==> config.mk <==
export PLATFORM = sky130hd
export DESIGN_NAME = frag_front_flat
export DESIGN_NICKNAME = d
export VERILOG_FILES = /design/src/frag_pkg.sv /design/src/frag_if.sv /design/src/frag_front.sv /design/src/flat_wrapper.sv
export SDC_FILE = /design/constraint.sdc
export NUM_CORES = 1
export LEC_CHECK = 0
export BUFFER_PORTS_ARGS = -buffer_cell sky130_fd_sc_hd__buf_2
export CORE_MARGIN = 4
export CORE_UTILIZATION = 39
export DETAILED_ROUTE_END_ITERATION = 10
export GPL_TIMING_DRIVEN = 0
export HOLD_SLACK_MARGIN = 0.03
export SLEW_MARGIN = 20
export SYNTH_ARGS = -nofsm -noshare
export SYNTH_HDL_FRONTEND = slang
export SYNTH_SLANG_ARGS = --single-unit
==> constraint.sdc <==
create_clock -name clk -period 5.5 [get_ports clk]
set_clock_uncertainty 0.05 [all_clocks]
set_input_delay 0.55 -clock clk [delete_from_list [all_inputs] [get_ports clk]]
set_output_delay 0.55 -clock clk [all_outputs]
set_load 0.01 [all_outputs]
==> src/frag_pkg.sv <==
// shared types and constants for the fragment reassembler
package frag_pkg;

  localparam int unsigned WORDS_PER_SLOT = 16;

  localparam logic [2:0] ST_NOT_ADDR  = 3'd0;
  localparam logic [2:0] ST_STORED    = 3'd1;
  localparam logic [2:0] ST_SEQ_ERR   = 3'd2;
  localparam logic [2:0] ST_FULL      = 3'd3;
  localparam logic [2:0] ST_HALTED    = 3'd4;
  localparam logic [2:0] ST_MSG_WORD  = 3'd5;
  localparam logic [2:0] ST_RELEASED  = 3'd6;

  localparam logic KIND_FRAME   = 1'b0;
  localparam logic KIND_RELEASE = 1'b1;

  localparam logic [7:0] END_MARKER = 8'hFF;

  localparam logic [0:0] REG_LOCAL_ADDRESS = 1'd0;

  // queued word between front and back
  typedef struct packed {
    logic        kind;
    logic [28:0] frame_id;
    logic [63:0] payload;
    logic [5:0]  slot_index;
  } frag_req_t;

endpackage

==> src/frag_if.sv <==
// valid/ready channel interfaces for input and result words
interface frag_in_if;
  logic        valid;
  logic        ready;
  logic        kind;
  logic [28:0] frame_id;
  logic [63:0] payload;
  logic [5:0]  slot_index;
  modport source (output valid, kind, frame_id, payload, slot_index, input ready);
  modport sink (input valid, kind, frame_id, payload, slot_index, output ready);
endinterface


==> src/frag_front.sv <==
// input word queue: accepts words and buffers them for the engine
module frag_front import frag_pkg::*; (
  input  logic       clk,
  input  logic       rst_n,
  frag_in_if.sink    in_ch,
  output logic       req_valid,
  input  logic       req_ready,
  output frag_req_t  req
);

  frag_req_t  q_r [2];
  logic       wp_r, rp_r;
  logic [1:0] cnt_r;
  logic       push, pop;

  assign in_ch.ready = (cnt_r != 2'd2);
  assign push = in_ch.valid && in_ch.ready;
  assign pop  = req_valid && req_ready;
  assign req_valid = (cnt_r != 2'd0);
  assign req = q_r[rp_r];

  always_ff @(posedge clk) begin
    if (push) begin
      q_r[wp_r] <= '{kind: in_ch.kind, frame_id: in_ch.frame_id,
                     payload: in_ch.payload, slot_index: in_ch.slot_index};
    end
  end

  always_ff @(posedge clk) begin
    if (!rst_n) begin
      wp_r <= 1'b0;
      rp_r <= 1'b0;
      cnt_r <= 2'd0;
    end else begin
      if (push) wp_r <= ~wp_r;
      if (pop) rp_r <= ~rp_r;
      cnt_r <= cnt_r + {1'b0, push} - {1'b0, pop};
    end
  end

endmodule

==> src/flat_wrapper.sv <==
// flat-port wrapper written by rule: the top's interface ports become plain ports
module frag_front_flat import frag_pkg::*;
  (clk, rst_n, req_valid, req_ready, req, in_ch_valid, in_ch_kind, in_ch_frame_id, in_ch_payload, in_ch_slot_index, in_ch_ready);
  frag_in_if in_ch_i ();
  input  logic clk;
  input  logic rst_n;
  output logic req_valid;
  input  logic req_ready;
  output frag_req_t req;
  input wire logic [$bits(in_ch_i.valid)-1:0] in_ch_valid;
  input wire logic [$bits(in_ch_i.kind)-1:0] in_ch_kind;
  input wire logic [$bits(in_ch_i.frame_id)-1:0] in_ch_frame_id;
  input wire logic [$bits(in_ch_i.payload)-1:0] in_ch_payload;
  input wire logic [$bits(in_ch_i.slot_index)-1:0] in_ch_slot_index;
  output wire logic [$bits(in_ch_i.ready)-1:0] in_ch_ready;
  assign in_ch_i.valid = in_ch_valid;
  assign in_ch_i.kind = in_ch_kind;
  assign in_ch_i.frame_id = in_ch_frame_id;
  assign in_ch_i.payload = in_ch_payload;
  assign in_ch_i.slot_index = in_ch_slot_index;
  assign in_ch_ready = in_ch_i.ready;
  frag_front u_core (.clk(clk), .rst_n(rst_n), .in_ch(in_ch_i), .req_valid(req_valid), .req_ready(req_ready), .req(req));
endmodule
==> flow_results.org, run 1 <==
** Synth
- After synthesis, the largest family of logic cells by area is multiplexers.
- During synthesis, Yosys emitted a total of 0 warnings.
- Of the synthesized area, sequential elements account for 0.767.
- Proportion of synthesized area in mux cells :: 0.189
- Largest area contributor in the synthesized netlist :: edfxtp_1
- Post-Syn Nets :: around 440
- Of the total synthesized cell area, the portion taken by XOR and XNOR cells is 0.00220.
- Number of standard cells after synthesis :: 338
- Unique cell type count in the Yosys netlist :: 20
- Post-synthesis simple-gate area fraction :: 0.0101
- Synthesized-area fraction occupied by ao, oa, aoi and oai cells :: 0.00157
- Post-synthesis sequential element count :: 205
- The cell area that synthesis handed to floorplanning was 7970 um^2.
- Area share of the largest cell type after synthesis :: 0.754
- Post-synthesis average cell area :: 23.6 um^2
- In the post-synthesis netlist, the biggest area contributors are edfxtp_1, mux2_4, buf_12.
- Synthesized-area fraction occupied by adder cells :: 0.00314

** Clock tree
- Clock root buffer :: clkbuf_16
- After clock tree synthesis, the setup repair step added 0 buffers.
- CTS hold repair buffers :: 0
- Clock tree from TritonCTS :: yes
- Number of gates given a new drive strength after cts :: 0
- In this run, CTS created clock tree buffers numbering 23.
- The clock reaches the later pin of the worst-skew pair after 490 ps.
- In this run the number of H-tree levels came out at 1.
- Clock slew at reported path FFs :: ~60 ps
- Total number of clock tree sinks :: ~210
- Buffer levels on the longest clock path :: 3

** Critical path
- Worst Setup Start Kind :: flop
- Combined buffer and inverter count along the critical path :: 3
- The worst setup path is of the flop to output port kind.
- In this design, the largest share of critical-path delay is due to buffers and inverters.
- Required arrival time at the worst endpoint :: 4900 ps
- Endpoint type of the worst setup path :: output port
- Slowest library cell on the worst path :: dfxtp_1
- Endpoint arrival time on the critical path :: 1730 ps
- Of all nets on the critical path, the largest fanout is 10.
- For this run, the slowest stage of the critical path takes 320 ps.
- Sequence of cells on the critical path :: buf_6 -> buf_12 -> mux2_4 -> buf_2

** Die
- 206 I/O pins were placed.
- Std-Cell Core Area :: 20200 um^2
- Row count :: 52
- DIE HEIGHT :: 151 um
- The die is 151 um wide.
- The initial utilization of the core area, before any placement, comes to 0.395.
- Total die area :: 22800 um^2

** Place
- Input and output buffers added on the ports amount to 205.
- After detailed placement, the design holds a cell count of roughly 820.
- The HPWL after detailed placement is about 10000 um.
- After detailed placement, the total cell area comes to around 9500 um^2.
- Global placement routability congestion :: 0.679

** Timing
- Number of failing setup endpoints in the final timing report :: 0
- Slew Viols, Final :: 0
- Derived from the worst setup path, the maximum achievable clock frequency is 428 MHz.
- The count of endpoints failing hold in the final timing report came to 0.
- Dividing the final minimum period by the clock period gives 0.424.
- Final Hold Slack :: ~190 ps
- RSZ-0062 raised after global routing :: no
- For the pin with the worst max-slew slack, the measured transition is 746 ps.
- Headroom to the max-slew limit :: 0.503
- Sum of negative setup slack :: 0 ps
- Period minus WS final :: 2330 ps

** Layout
- Layout cell share with drive strength beyond 1 :: 0.603
- Synthesis-to-finish area growth :: 26.9%
- 0 antenna diodes ended up in the layout.
- After the last flow step, the layout net total stands at 679.
- Leaving out fill and tap cells, the most frequent cell in the layout is buf_2.
- Final instance count without filler cells :: ~860
- Summing all non-filler instances in the final layout gives an area of 10100 um^2.
- Most frequent cells in the layout :: buf_2, edfxtp_1, mux2_4

** Routing
- Iter 0 DRT Violations :: 142
- The routed layout has 3879 vias.
- In the final routed layout, each cell accounts on average for about 17 um.
- For this run, design rule violations remaining after detail routing come to 0.
- After detailed routing, the total wire length is 14600 um.
- Post-detailed-route via-to-cell ratio :: 4.53
- Number of nets still failing antenna checks after routing :: 0
- The first detailed-routing pass ran for 4 iterations.

** Outcome
- Run status :: complete, no violations

** Flow run
- The tool flagged a number of max-cap violations equal to 0.

** Global routing
- GRT Util Overall :: 0.123
- Largest net degree at the start of global routing :: 52
- The first global-routing pass estimated roughly 22000 um of wire.
- Initial antenna violation count :: 1
- Overflow left after global routing :: 0
- The number of global-route vias before repair came to between 4000 and 5000.

** Power
- VDD sags by at most 324 uV.
- Total power for the finished layout comes to 4.76 mW.
- Leakage Power :: 3.98 nW
- Total power per unit cell area :: 471 nW/um^2

** Min path
- The path class of the tightest hold or removal check is primary input to flop.
## state kept, by name, indices dropped and copies added (netlist names), named ones only
signal / flops
u_core.cnt_r: 2
u_core.q_r: 200
u_core.rp_r: 1
u_core.wp_r: 1
## metal layers
metal | vias to the layer above | global-route usage | part of all wire
met4 | 2 | 0.0354 | 0.025
met5 | - | 0 | 0.00089
met3 | 33 | 0.0446 | 0.092
met1 | 1900 | 0.143 | 0.39
met2 | 137 | 0.214 | 0.49
li1 | 1807 | - | -
## logic make-up (layout without fill, tap and decap cells)
logic type,count (synthesis),in the layout
compound gates,2,2
flops,205,205
fa+ha+maj,2,2
buf+inv,14,263
simple gates,13,13
mux,100,100
xor+xnor,2,2
## where the power goes
part / internal (mW) / switching [mW]
clock network: 0.763 / 0.552
logic: 0.766 / 0.646
registers: 1.98 / 0.0565
total: 3.51 / 1.25
## worst reg2reg max path: stages (launching register included)
cell and delay [ps]:
dfxtp_1 360, nand2b_4 160, and2_1 190, nor2b_4 460
buf_12 260, buf_16 210
## cells in the mapped netlist
cell / n
and2_1: 3
and3_1: 1
buf_12: 10
buf_6: 1
dfxtp_1: 5
edfxtp_1: 200
ha_1: 2
inv_1: 3
mux2_4: 100
nand2_1: 1
nand2b_4: 1
nand4b_1: 1
nor2_1: 3
nor2b_1: 1
nor3_1: 1
o21a_1: 1
o21ai_0: 1
or2_2: 1
xnor2_1: 1
xor2_1: 1
## cell type report
class / count / area (um^2)
repair buffers: 210 / 1150
multi-input cells: 119 / 1650
plain buffers: 11 / 211
clock inverters: 10 / 48.8
clock buffers: 29 / 598
well taps: 270 / 338
inverters: 3 / 11.3
fillers: 1700 / 10100
flip-flops and latches: 205 / 6110
## path summary, 6_finish.rpt
kind	from	to	slack [ps]	cells after the start
hold reg to reg	u_core.rp_r	flop	480	2
setup / recovery	flop	req[59]	3170	4
hold / removal	in_ch_payload[27]	u_core.q_r[0][33]	190	1
setup reg to reg	u_core.cnt_r[0]	u_core.q_r[0][81]	3500	5
## metrics by stage
stage / util / setup WS, ps
CTS: 0.501 / 3100
finish: 0.501 / 3170
global route: 0.501 / 3080
detailed placement: 0.469 / 3360
floorplan: - / 1690
global placement: 0.463 / 138
Power figures use the tool's default switching activity.
==> inputs of run 2 (changes only) <==
Clock period 5.5 ns to 2.13 ns, I/O delays scaled along.
==> run 2 against run 1 <==
Sequential share of layout area decreased by 5.7 points. Clock power grew to 2.7 times the previous value. Register-to-register slack got worse by 3300 ps. Largest cell class unchanged.
==> flow_results.org, run 2 (same netlist as run 1, synthesis figures left out) <==
** Outcome
- Run status: complete, no violations (unchanged).

** Layout
- Most frequent cells in the layout :: buf_2, edfxtp_1, dlygate4sd3_1 (was buf_2, edfxtp_1, mux2_4)
- Biggest regs: u_core.q_r x200, u_core.cnt_r x2 (unchanged).
- The fill cell instance count of the final layout was 1602 (was 1700).
- The post-layout utilization of the core was 0.554 (was 0.501).
- The area of the multi-input gates was 1650 um^2 (about the same).
- The top register by number of flip-flops is u_core.q_r (unchanged).
- Sequential cell area :: 6110 um^2 (about the same)
- The most frequent standard cell in the layout excluding fill and tap cells is buf_2 (unchanged).
- The final layout net count was 780 (was 679).
- Synthesis-to-finish area growth :: 40.2% (was 26.9%)
- The number of antenna diodes was 0 (unchanged).
- Layout cell share with drive strength beyond 1 :: 0.519 (was 0.603)
- The number of flip-flops under the largest register name came to 200 (unchanged).

** Place
- The final weighted congestion in routability-driven placement came to 0.661 (was 0.679).
- HPWL Detailed :: 10100 um (was 10000 um)
- Count of buffers inserted at the top-level ports :: 205 (unchanged)
- Dpl ws :: 161 ps (was 3360 ps)

** Global routing
- The global-route wire length before repair is 23800 um (was 21900 um).
- Overflow left after global routing :: 0 (unchanged)
- The initial antenna violation count came to 0 (was 1).
- Number of global-route vias before repair :: 4740 (was 4179)
- The total global routing track utilization came to 0.132 (was 0.123).
- The maximum number of pins on one net before global-route repair is 53 (was 52).

** Critical path
- Sequence of cells on the critical path: buf_6 -> buf_12 -> mux2_4 -> buf_2 (unchanged).
- The worst path required time came to 1870 ps (was 4900 ps).
- Slowest library cell on the worst path :: dfxtp_1 (unchanged)
- Combined buffer and inverter count along the critical path :: 3 (unchanged)
- The largest fanout on the critical path is 10 (unchanged).
- Logic depth of the worst register-to-register path :: 3 (was 5)
- The category of the worst setup path launch point was a flop (unchanged).
- Largest delay share family, worst path :: buffers and inverters (unchanged)
- Endpoint arrival time on the critical path :: 1730 ps (about the same)
- The destination of the worst register-to-register timing path is u_core.q_r[1][68] (was u_core.q_r[0][81]).
- The register-to-register setup slack came to 190 ps (was 3500 ps).
- Stage delay of the slowest cell on the critical path :: 320 ps (about the same)
- The category of the critical setup timing path is flop to output port (unchanged).
- The instance count on the critical path was 4 (unchanged).
- Startpoint of the worst-slack reg-to-reg timing path :: u_core.cnt_r[0] (unchanged)
- Endpoint type of the worst setup path :: output port (unchanged)

** Power
- Leakage Power :: 4.42 nW (was 3.98 nW)
- The post-route total power came to 12.6 mW (was 4.76 mW).
- The power per standard cell area came to 1130 nW/um^2 (was 471 nW/um^2).
- The maximum resistive drop on vdd was 796 uV (was 324 uV).

** Timing
- Slew Viols, Final :: 0 (unchanged)
- Endpoints failing hold :: 0 (unchanged)
- Slew at the pin closest to its max-slew limit :: 766 ps (was 746 ps)
- The worst path setup slack after routing is 133 ps (was 3170 ps).
- Of the available clock period, the critical path in the final layout requires 0.937.
- The clock period could shrink to 2000 ps.
- Max Clk Rate :: 501 MHz
- The final number of setup-violating endpoints was 0 (unchanged).
- The headroom to the max-slew limit came to 0.489 (was 0.503).
- RSZ-0062 raised after global routing: no (unchanged).
- The sum of negative setup slack was 0 ps (unchanged).

** Die
- Row count :: 52 (unchanged)
- Std-Cell Core Area :: 20200 um^2 (unchanged)
- The initial cell density of the core is 0.395 (unchanged).
- The height of the die is 151 um (unchanged).
- The I/O pin count is 206 (unchanged).
- Die Wd :: 151 um (unchanged)
- The die area was 22800 um^2 (unchanged).

** Routing
- The remaining antenna violation count after routing was 0 (unchanged).
- The ratio of routed vias to standard cells is 4.44 (was 4.53).
- Iter 0 DRT Violations :: 124 (was 142)
- The remaining design rule violation count is 0 (unchanged).
- Wire length per cell :: 16.1 um (was 17.0 um)
- The first-pass iteration count of the detailed router came to 4 (unchanged).
- The detailed-route wire length is 15400 um (was 14600 um).
- The total via count in the routed design came to 4257 (was 3879).

** Min path
- The class of the most critical hold timing path is primary input to flop (unchanged).
- The hold-critical path depth is 4 (was 1).
- Source of the worst hold timing path :: req_ready (was in_ch_payload[27])

** Clock tree
- The TritonCTS clock tree was yes (unchanged).
- Clock root buffer :: clkbuf_16 (unchanged)
- Buffer levels on the longest clock path :: 3 (unchanged)
- The H-tree level count came to 1 (unchanged).
- The number of sinks handled by clock tree synthesis is 205 (unchanged).
- The clock transition time at the flip-flop clock pins of the worst setup and hold paths was 60 ps (about the same).
- The number of gates resized after CTS was 0 (unchanged).
- The number of buffers inserted during clock tree synthesis came to 22 (was 23).
- The clock latency reported for the late side of the worst-skew pair is 490 ps (about the same).

** Flow run
- The number of maximum-capacitance violations was 0 (unchanged).
## run 2: layer usage
layer,routed length [um],GRT usage,vias to the layer above
li1,-,-,2014
met1,6010,0.152,2078
met2,7890,0.241,137
met3,1190,0.0377,28
met4,346,0.0358,0
met5,0,0,-
## run 2: worst max-delay path by stage
stage / end / start
floorplan: u_core.q_r[0][0] / u_core.cnt_r[0]
global placement: u_core.q_r[0][67] / u_core.cnt_r[0]
detailed placement: u_core.q_r[1][65] / u_core.cnt_r[0]
CTS: req[90] / flop
global route: u_core.q_r[1][66] / u_core.cnt_r[0]
finish: req[59] / flop
## run 2: through the flow
stage	hold slack, ps	cell area [um^2]	instances
after CTS	95.7	11200	958
after global placement	351	9340	813
final	118	11200	958
after floorplan	262	7980	338
after global routing	143	11200	958
after detailed placement	354	9470	818
## run 2: worst min-delay path: cells and delay by family
kind,cells,cell delay [ps]
xor gates and xnor gates,1,90
and+or+nand+nor,1,80
AOI/OAI and AO/OA,1,160
buffers and inverters,1,80
## run 2: report_power, final
group | total [mW] | internal [mW] | leakage [nW] | switching (mW)
logic | 3.79 | 2.10 | 2.18 | 1.69
clock network | 3.52 | 2.09 | 0.334 | 1.43
registers | 5.26 | 5.11 | 1.91 | 0.156
total | 12.6 | 9.30 | 4.42 | 3.28
## run 2: timing repair
item / in CTS / in global routing
endpoints found under the hold margin: 205 / 0
setup buffers: 0 / 0
hold buffers: 102 / 0
## run 2: area by class of cell
| type | instances | share of cell area |
|---|---|---|
| inverters | 3 | 0.00101 |
| clock buffers | 27 | 0.0529 |
| well taps | 270 | 0.0303 |
| repair buffers | 312 | 0.194 |
| plain buffers | 11 | 0.0189 |
| clock inverters | 11 | 0.00762 |
| multi-input cells | 119 | 0.148 |
| flip-flops and latches | 205 | 0.547 |
==> inputs of run 3 (changes only) <==
Settings changed: GPL_TIMING_DRIVEN 0 to not set.
==> run 3 against run 2 <==
Final cell count decreased by 0.52%. Power down 1.2%. Clock power up 3%. Sequential cell count stayed put. Largest cell class unchanged. Largest power group unchanged.
==> flow_results.org, run 3 (same netlist as run 1, synthesis figures left out) <==
** Die
- The initial cell density of the core came to 0.395 (unchanged).
- Die Wd :: 151 um (unchanged)
- Total die area :: 22800 um^2 (unchanged)
- The height of the die came to 151 um (unchanged).
- Std-Cell Core Area :: 20200 um^2 (unchanged)
- Ports :: 206 (unchanged)
- Row count :: 52 (unchanged)

** Clock tree
- The clock latency reported for the late side of the worst-skew pair was 490 ps (about the same).
- Buffer levels on the longest clock path :: 3 (unchanged)
- Clock root buffer :: clkbuf_16 (unchanged)
- The clock transition time at the flip-flop clock pins of the worst setup and hold paths is 60 ps (about the same).
- Level count of the clock H-tree :: 1 (unchanged)
- The TritonCTS clock tree is yes (unchanged).
- The number of sinks handled by clock tree synthesis was 205 (unchanged).
- Number of buffers created by CTS :: 22 (unchanged)

** Timing
- Endpoints failing hold :: 0 (unchanged)
- The worst hold margin came to 110 ps (was 118 ps).
- Share of the clock period used by the worst path :: 0.926 (was 0.937)
- The max-slew violation count was 0 (unchanged).
- The final number of setup-violating endpoints is 0 (unchanged).
- Period minus WS final :: 1970 ps (was 2000 ps)
- Slew at the pin closest to its max-slew limit :: 326 ps (was 766 ps)
- RSZ-0062 raised after global routing: no (unchanged).
- The headroom to the max-slew limit was 0.783 (was 0.489).
- Sum of negative setup slack :: 0 ps (unchanged)
- Max Clk Rate :: 507 MHz (was 501 MHz)

** Critical path
- Endpoint of the worst register-to-register path :: u_core.cnt_r[1] (was u_core.q_r[1][68])
- Critical path peak fanout :: 33 (was 10)
- The startpoint of the worst-slack reg-to-reg timing path is u_core.cnt_r[1] (was u_core.cnt_r[0]).
- The category of the worst setup path launch point is a flop (unchanged).
- The kind of end point of the critical path is an output port (unchanged).
- Logic depth of the worst register-to-register path :: 7 (was 3)
- The register-to-register setup slack was 470 ps (was 190 ps).
- The category of the critical setup timing path is flop to output port (unchanged).
- The arrival time at the worst endpoint was 1710 ps (was 1730 ps).
- Required arrival time at the worst endpoint :: 1870 ps (about the same)

** Layout
- The most frequent standard cell in the layout excluding fill and tap cells is buf_2 (unchanged).
- The number of antenna diodes is 0 (unchanged).
- The top register by number of flip-flops was u_core.q_r (unchanged).
- The post-layout utilization of the core was 0.546 (was 0.554).
- Net count reported at finish :: 774 (was 780)
- Sequential cell area :: 6110 um^2 (about the same)
- The ratio of cells with drive above 1 in the final layout is 0.512 (was 0.519).
- The number of flip-flops under the largest register name was 200 (unchanged).
- The final instance count without filler cells was 953 (was 958).
- Biggest regs: u_core.q_r x200, u_core.cnt_r x2 (unchanged).
- The fill cell instance count of the final layout came to 1600 (was 1602).
- Multi-input logic area :: 1650 um^2 (unchanged)
- Synthesis-to-finish area growth :: 38.2% (was 40.2%)
- Most frequent cells in the layout: buf_2, edfxtp_1, dlygate4sd3_1 (unchanged).

** Min path
- Instance count along the most critical hold path :: 4 (unchanged)
- Worst hold-check path type :: primary input to flop (unchanged)
- The worst hold path terminates at u_core.rp_r.
- The beginning of the worst hold path was req_ready (unchanged).

** Routing
- The total via count in the routed design is 4234 (was 4257).
- The first-pass iteration count of the detailed router came to 4 (unchanged).
- The ratio of routed vias to standard cells came to 4.44 (about the same).
- Residual DRC :: 0 (unchanged)
- Wire length per cell :: 16.6 um (was 16.1 um)
- Number of nets still failing antenna checks after routing :: 0 (unchanged)
- The starting DRC count in detailed routing is 130 (was 124).
- Detailed Route WL :: 15900 um (was 15400 um)

** Power
- Largest voltage drop on the vdd net :: 668 uV (was 796 uV)
- The leakage power of the design was 4.35 nW (was 4.42 nW).
- The post-route total power was 12.4 mW (was 12.6 mW).
- Total power per unit cell area :: 1130 nW/um^2 (about the same)

** Flow run
- Number of violations of the max-capacitance limit :: 0 (unchanged)

** Global routing
- The maximum number of pins on one net before global-route repair is 52 (was 53).
- GRT Util Overall :: 0.134 (was 0.132)
- The residual overflow from global routing came to 0 (unchanged).
- Initial antenna violation count :: 0 (unchanged)
- Global-route wire length before repair :: 23900 um (was 23800 um)
- Number of global-route vias before repair :: 4718 (was 4740)

** Outcome
- Run status: complete, no violations (unchanged).

** Place
- The final weighted congestion in routability-driven placement was 0.714 (was 0.661).
- Count of buffers inserted at the top-level ports :: 205 (unchanged)
- HPWL Detailed :: 10100 um (about the same)
- Post-Place Cells :: 810 (was 818)
run 3: what timing repair did:
action,in CTS,in global routing
endpoints found under the hold margin,205,0
buffers inserted,2,0
setup endpoints to repair,69,0
hold buffers,102,0
resized for setup,1,0
run 3: per-layer routing:
layer,global-route usage,wire length (um)
met1,0.148,6030
met2,0.242,8210
met3,0.0407,1160
met4,0.0467,460
met5,0,0
run 3: how the worst max path moves through the flow:
stage	to	from	cells past startpoint	slack (ps)
detailed placement	req[15]	flop	3	490
floorplan	u_core.q_r[0][0]	u_core.cnt_r[0]	3	-470
finish	req[89]	flop	3	160
global placement	req[15]	flop	3	510
global route	req[56]	flop	3	100
CTS	req[15]	flop	3	110
run 3: cell type report:
cell class              instances  area share
well taps                     270      0.0307
clock inverters                 9     0.00818
inverters                       3     0.00102
clock buffers                  30      0.0547
flip-flops and latches        205       0.555
multi-input cells             119       0.150
repair buffers                317       0.200
run 3: stage by stage:
stage	setup slack, ps	instance area, um^2
after floorplan	-468	7980
after global placement	506	9270
after detailed placement	486	9270
after CTS	112	11000
after global routing	103	11000
final	158	11000
run 3: where the power goes:
part | leakage, nW | switching (mW) | internal [mW]
Sequential | 1.91 | 0.182 | 5.11
Clock | 0.338 | 1.42 | 2.21
Combinational | 2.11 | 1.62 | 1.89
run 3: critical path, cell delays in order, from the launching register on:
cell	delay (ps)
dfxtp_4	430
buf_12	270
mux2_4	340
buf_2	150
